--- src/hdl/apm_pkg.sv ---
package apm_pkg;

    localparam int PATTERN_MAX_DEF = 64;
    localparam int SYM_W           = 8;
    localparam int IDX_W           = 6;
    localparam int CFG_W           = 7;
    localparam int DIST_W          = 7;
    localparam int POS_W           = 32;
    localparam int CFG_IDX_W       = 2;

    localparam logic REQ_LOAD = 1'b0;
    localparam logic REQ_TEXT = 1'b1;

    typedef enum logic [CFG_IDX_W-1:0] {
        CFG_PATTERN_LENGTH = 2'd0,
        CFG_MAX_ERRORS     = 2'd1
    } cfg_reg_t;

    // Control part of a beat traveling down the cell chain.
    typedef struct packed {
        logic             valid;
        logic             req_type;
        logic             restart;
        logic [IDX_W-1:0] index;
        logic [SYM_W-1:0] symbol;
    } token_t;

endpackage

--- src/hdl/apm_cell.sv ---
module apm_cell
    import apm_pkg::*;
#(
    parameter int PATTERN_MAX = PATTERN_MAX_DEF,
    parameter int CELL_IDX    = 0,
    localparam int COST_W     = $clog2(PATTERN_MAX + 1)
)
(
    input  logic              clk,
    input  logic              rst_n,
    input  logic              advance,
    input  logic [COST_W-1:0] sel_len,
    input  token_t            tok_in,
    input  logic [COST_W-1:0] up_in,
    input  logic [COST_W-1:0] diag_in,
    input  logic [COST_W-1:0] dist_in,
    output token_t            tok_out,
    output logic [COST_W-1:0] up_out,
    output logic [COST_W-1:0] diag_out,
    output logic [COST_W-1:0] dist_out
);

    localparam logic [COST_W-1:0] ROW = COST_W'(CELL_IDX + 1);

    token_t            tok_reg;
    logic [COST_W-1:0] up_reg;
    logic [COST_W-1:0] diag_reg;
    logic [COST_W-1:0] dist_reg;
    logic [COST_W-1:0] cost_reg;
    logic [SYM_W-1:0]  pat_reg;

    logic [COST_W-1:0] left;
    logic [COST_W:0]   cand_left;
    logic [COST_W:0]   cand_up;
    logic [COST_W:0]   cand_diag;
    logic [COST_W:0]   cand_min;
    logic [COST_W-1:0] cost_next;
    logic              is_text;
    logic              is_load_here;

    always_comb
    begin
        // a restarting beat sees the initial column
        left      = tok_in.restart ? ROW : cost_reg;
        cand_left = {1'b0, left} + 1'b1;
        cand_up   = {1'b0, up_in} + 1'b1;
        cand_diag = {1'b0, diag_in} + {{COST_W{1'b0}}, (pat_reg != tok_in.symbol)};
        cand_min  = (cand_left < cand_up) ? cand_left : cand_up;
        if (cand_diag < cand_min)
        begin
            cand_min = cand_diag;
        end
        cost_next    = cand_min[COST_W-1:0];
        is_text      = tok_in.valid && (tok_in.req_type == REQ_TEXT);
        is_load_here = tok_in.valid && (tok_in.req_type == REQ_LOAD)
                       && (32'(tok_in.index) == 32'(CELL_IDX));
    end

    always_ff @(posedge clk or negedge rst_n)
    begin
        if (!rst_n)
        begin
            tok_reg  <= '0;
            cost_reg <= ROW;
        end
        else if (advance)
        begin
            tok_reg <= tok_in;
            if (is_text)
            begin
                cost_reg <= cost_next;
            end
        end
    end

    always_ff @(posedge clk)
    begin
        if (advance)
        begin
            up_reg   <= cost_next;
            diag_reg <= left;
            dist_reg <= (sel_len == ROW) ? cost_next : dist_in;
            if (is_load_here)
            begin
                pat_reg <= tok_in.symbol;
            end
        end
    end

    assign tok_out  = tok_reg;
    assign up_out   = up_reg;
    assign diag_out = diag_reg;
    assign dist_out = dist_reg;

    a_cost_bound: assert property (@(posedge clk) disable iff (!rst_n)
        cost_reg <= ROW)
        else $error("row cost above its row number");

    a_up_bound: assert property (@(posedge clk) disable iff (!rst_n)
        (tok_reg.valid && tok_reg.req_type == REQ_TEXT) |-> up_reg <= ROW)
        else $error("cost handed down exceeds row number");

    a_load_keeps_cost: assert property (@(posedge clk) disable iff (!rst_n)
        (advance && tok_in.valid && tok_in.req_type == REQ_LOAD) |=> $stable(cost_reg))
        else $error("load beat changed a row cost");

endmodule

--- config.mk ---
export PLATFORM = sky130hd
export DESIGN_NAME = apm_cell
export DESIGN_NICKNAME = d
export VERILOG_FILES = /design/src/hdl/apm_pkg.sv /design/src/hdl/apm_cell.sv
export SDC_FILE = /design/constraint.sdc
export NUM_CORES = 1
export LEC_CHECK = 0
export ABC_AREA = 1
export BUFFER_PORTS_ARGS = -buffer_cell sky130_fd_sc_hd__clkbuf_2
export CORE_ASPECT_RATIO = 0.8
export CORE_MARGIN = 5
export CORE_UTILIZATION = 55
export CTS_CLUSTER_DIAMETER = 50
export CTS_CLUSTER_SIZE = 16
export DETAILED_ROUTE_END_ITERATION = 8
export GPL_TIMING_DRIVEN = 0
export HOLD_SLACK_MARGIN = 0.1
export PLACE_DENSITY = 0.88
export SLEW_MARGIN = 10
export SYNTH_ARGS = -nofsm -noshare
export SYNTH_HDL_FRONTEND = slang
export SYNTH_SLANG_ARGS = --single-unit
--- constraint.sdc ---
create_clock -name clk -period 6.1 [get_ports clk]
set_clock_uncertainty 0.2 [all_clocks]
set_input_delay 1.22 -clock clk [delete_from_list [all_inputs] [get_ports clk]]
set_output_delay 1.22 -clock clk [all_outputs]
set_load 0.03 [all_outputs]
; Word-level counts from Yosys, hierarchy flattened
; Index checks and enable logic that the tools add are counted.
[totals]
ff_bits = 53
[op_classes]
n_addsub = 3
n_lt_le_gt_ge = 2
eq_ne = 2
n_mux = 4
n_bitwise = 1
n_reduce_logical = 6
[ops]
columns = cell, n
row1 = 7-bit 2-to-1 mux, 3
row2 = 7-bit by 1-bit adder with 8-bit output (second input constant), 2
row3 = 8-bit < comparator, 2
row4 = 7-bit by 1-bit adder with 8-bit output, 1
row5 = 8-bit 2-to-1 mux, 1
row6 = 8-bit inequality test, 1
row7 = 7-bit by 1-bit equality test with 1-bit output (second input constant), 1
row8 = 6-bit zero test, 1
row9 = 2-bit AND reduction, 2
row10 = 1-bit logical AND, 3
row11 = 1-bit inverter, 1

; Depth between registers and ports, before layout
[logic_depth]
word_depth = 7
ltp_mapped = 25
ltp_nobuf = 24

; Least setup slack after synthesis
; No wires, ideal clock.
[synth_timing]
kind = in2reg
startpoint = input port tok_in[14] in the netlist's numbering
endpoint = register up_reg[5] (netlist: up_out[5]) (data pin)
arrival_time_ps = 4100
setup_slack_ps = 1545
stages = 19
path_buffers = 1
cell_sequence = nor2_1 > ha_1 > nand3_1 > nor3_1 > xnor2_1 > inv_1 > ha_1 > nand2_1 > o21a_1 > nand2_4 > buf_2 > nand2_1 > o21ai_0 > ha_1 > a21oi_1 > nor2_1 > a211oi_4 > nand3_1 > and2_1
[synth_between]
elab_chain_len = 6
[synth_rtl]
columns = item, line_no
row1 = "start, declared", apm_cell.sv:13  ; input token_t tok_in,
row2 = 7-bit 2-to-1 mux (*), apm_cell.sv:44  ; left = tok_in.restart ? ROW : cost_reg;
row3 = 7-bit by 1-bit adder with 8-bit output (*), apm_cell.sv:45  ; cand_left = {1'b0, left} + 1'b1;
row4 = 8-bit < comparator, apm_cell.sv:48  ; cand_min = (cand_left < cand_up) ? cand_left : cand_up;
row5 = 8-bit 2-to-1 mux (*), apm_cell.sv:48
row6 = 8-bit < comparator, apm_cell.sv:49  ; if (cand_diag < cand_min)
row7 = 7-bit 2-to-1 mux (*), apm_cell.sv:49
row8 = named net cand_min[5], apm_cell.sv:36  ; logic [COST_W:0] cand_min;
row9 = "end signal, assigned", apm_cell.sv:80  ; up_reg <= cost_next;
row10 = "end, declared", apm_cell.sv:26  ; logic [COST_W-1:0] up_reg;
; Mark *: on every way through the listed nets, which the timed path passes. The rest lies on a longest branch.
; A chain may end at the register's enable or synchronous reset.

; Final worst setup path
[layout_timing]
startpoint = input port tok_in[14] in the netlist's numbering
endpoint = register up_reg[6] (netlist: up_out[6]) (data pin)
[layout_between]
elab_chain_len = 6
[layout_rtl]
columns = item, line_no
row1 = 7-bit 2-to-1 mux (*), apm_cell.sv:44
row2 = named net left[1], apm_cell.sv:32  ; logic [COST_W-1:0] left;
row3 = 7-bit by 1-bit adder with 8-bit output (*), apm_cell.sv:45
row4 = 8-bit < comparator, apm_cell.sv:48
row5 = 8-bit 2-to-1 mux (*), apm_cell.sv:48
row6 = 8-bit < comparator, apm_cell.sv:49
row7 = 7-bit 2-to-1 mux (*), apm_cell.sv:49
row8 = named net cand_min[6], apm_cell.sv:36
; Marks and branches as above.

==> summary.md <==
| Metric | Value |
|---|---|
| Status | `finished, final reports clean` |
| Actual slew at the worst max-slew pin | `0.9128 ns` |
| Pleak | `1.805 nW` |
| Layout cell share with drive strength beyond 1 | `26.25%` |
| Max-slew violation count | `0` |
| CP startpoint kind | `input port` |
| Die Area | `6928 µm²` |
| Final Cycle Share | `80.93%` |
| RSZ-0062 raised after global routing | `no` |
| # DRC | `0` |
| Fmax achieved | `202.6 MHz` |
| Sequential area share after synthesis | `50.00%` |
| Crit path max-delay cell type | `a211oi_4` |
| DRT antenna net count | `0` |
| Worst slew margin | `38.64%` |
| Die span in y | `75.46 µm` |
| Setup TNS Final | `0 ns` |
| Crit Path Category | `input port to flip-flop` |
| Setup violators final | `0` |
| Max reg flops | `17` |
| Most used cell, CP | `ha_1` |
| Pwr dens | `372.4 nW/µm²` |
| Remaining global-route overflow | `0` |
| Layout area overhead | `20.99%` |
| Syn_nets | `392` |
| H-tree depth | `2` |
| Crit path DAT | `4.80 ns` |
| # IOs | `86` |
| Register area | `1473 µm²` |
| Post-cts resize count | `0` |
| Final WL | `6982 µm` |
| Vias in the first global route | `2512` |
| Drt wl/cell | `14.52 µm` |
| Worst-Skew Late Latency | `0.31 ns` |
| Max cap viols | `0` |
| Drt pass-1 iters | `4` |
| Synth area leader | `edfxtp_1` |
| Vias | `2515` |
| Ant diodes | `0` |
| Root buf cell | `clkbuf_8` |
| Reg clk slew, reported paths | `0.10 ns` |
| Gr usage total | `20.05%` |
| Die Span X | `91.82 µm` |
| Global routing's busiest layer | `met2` |
| HPWL after DPL | `5548 µm` |
| Filler Cells Inserted | `396` |
| TritonCTS Sinks | `53` |
| Critical Path, Cell by Cell | `clkbuf_2 > nor2_1 > ha_1 > nand3_1 > nor3_1 > xnor2_1 > inv_1 > ha_1 > nand2_1 > o21a_1 > nand2_4 > buf_2 > nand2_1 > o21ai_0 > ha_1 > a21oi_1 > nor2_1 > a211oi_4 > nand3_1 > and2_1` |
| Met3 Use GR | `5.232%` |
| Number of synthesized register bits | `53` |
| Yosys warns | `0` |
| Synth unique cells | `26` |
| CTS hold repair buffers | `0` |
| Row count | `23` |
| Slowest stage delay, CP | `0.37 ns` |
| GPL Wtd Cong | `0.8784` |
| Hold WC Path Type | `flip-flop to flip-flop` |
| Synth top area share | `29.57%` |
| Final #Nets | `484` |
| Min Tclk post-route | `4.937 ns` |
| Final Hold Fails | `0` |
| Clock buffer count from CTS | `5` |
| Setup Buffers After CTS | `0` |
| GR Util met1 | `25.62%` |
| CTS max path bufs | `2` |
| Starting Density | `57.82%` |
| Crit end category | `flip-flop` |
| CP required | `5.97 ns` |
| Final Util | `69.96%` |
| Post-Syn Area | `2945 µm²` |
| Port buffer count | `85` |
| Post-Synthesis Cells | `326` |
| GR Util met2 | `34.74%` |
| Via/cell ratio | `5.229` |
| Crit-path max FO | `10` |
| Syn_area_per_cell | `9.035 µm²` |
| Global-route wire length before repair | `11050 µm` |
| Ranking of synthesized cells by area | `edfxtp_1 30%, dfrtp_1 20%, nand2_1 13%` |
| Multi-input logic area | `1343 µm²` |
| Iter 0 DRT Violations | `81` |
| Initial antenna violation count | `0` |
| Largest net degree at the start of global routing | `25` |
| VDD IR-drop max | `0.1964 mV` |
| CTS tree | `yes` |
| Core area | `5094 µm²` |
synthesized netlist by cell type:
master	count
a211oi_4	1
a21oi_1	5
and2_1	8
buf_2	1
clkbuf_1	4
clkinv_1	1
dfrtp_1	23
dfstp_2	1
edfxtp_1	29
ha_1	18
inv_1	30
nand2_1	100
nand2_2	10
nand2_4	3
nand3_1	28
nand3b_1	4
nand4_1	4
nor2_1	17
nor3_1	3
nor4_1	2
o21a_1	1
o21ai_0	9
o21ai_1	1
or4_1	1
xnor2_1	9
xor2_1	13
per-layer routing:
metal  part of all wire (%)  vias to the layer above
met5                      0                        -
met4                   0.90                        0
met3                    6.4                        6
met2                     48                       96
met1                     45                     1163
li1                       -                     1250
layout by cell type, fill, tap and decap left out:
cell type	count
xnor2_1	9
a21oi_1	5
dfrtp_1	23
a211oi_4	1
o21a_1	1
edfxtp_1	29
clkbuf_1	4
nor2_1	17
and2_1	8
nand4_1	4
clkinv_4	1
clkbuf_8	5
nand2_1	100
nand2_4	3
nor3_1	3
or4_1	1
dfstp_2	1
buf_2	1
nand3b_1	4
xor2_1	13
o21ai_0	9
nor4_2	1
ha_1	18
nand3_1	28
clkbuf_2	85
inv_1	30
inv_4	1
o21ai_1	1
clkinv_1	1
clkbuf_16	1
nor4_1	1
nand2_2	10
worst max-delay path: cells and delay by family:
family                     cells  cell delay (ns)
AOI/OAI and AO/OA              4             0.90
xor gates and xnor gates       1             0.15
adders and majority gates      3             0.83
buffers and inverters          3             0.42
and+or+nand+nor                9             1.27
power by group:
part | switching, mW | internal, mW
clock network | 0.120 | 0.107
registers | 0.0347 | 0.467
logic | 0.403 | 0.196
cell type report:
class,instances,share of cell area (%)
Buffer,5,0.5618
Clock buffer,6,2.633
Clock inverter,2,0.4213
Inverter,31,3.265
Multi-Input combinational cell,237,37.68
Sequential cell,53,41.33
Tap cell,62,2.177
Timing Repair Buffer,85,11.94
per-stage QoR:
stage | power [mW] | std cells | worst slack, ns | area (µm²) | hold slack (ns)
final | 1.327 | 481 | 1.163 | 3563 | 0.2816
after detailed placement | 1.098 | 473 | 0.8888 | 3455 | 0.2574
after global routing | 1.414 | 481 | 0.8759 | 3563 | 0.3015
after global placement | 1.068 | 473 | 0.9782 | 3448 | 0.2544
after floorplan | 0.9354 | 326 | 1.545 | 2945 | 0.2491
after CTS | 1.325 | 481 | 1.189 | 3563 | 0.2830
worst paths after layout:
check                       startpoint           to  slack (ns)  depth (start not counted)
max                         tok_in[14]    up_out[6]        1.16                         20
min                         tok_out[8]   tok_out[8]        0.28                          2
max reg2reg                cost_reg[0]    up_out[6]        1.76                         20
min reg2reg                 tok_out[8]   tok_out[8]        0.28                          2
max in group asynchronous        rst_n  cost_reg[2]        4.61                          1
min in group asynchronous        rst_n   tok_out[1]        0.69                          1
logic make-up (layout without fill, tap and decap cells):
kind of cell	count (synthesis)	count (layout)	share of synthesized area [%]
AND/OR/NAND/NOR	180	180	27.70
adder cells (fa/ha/maj)	18	18	7.647
XOR/XNOR	22	22	6.542
buffers and inverters	36	129	4.630
flip-flops	53	53	50.00
AO/OA/AOI/OAI	17	17	3.483
Note: power is estimated with default switching activity, not from simulation.
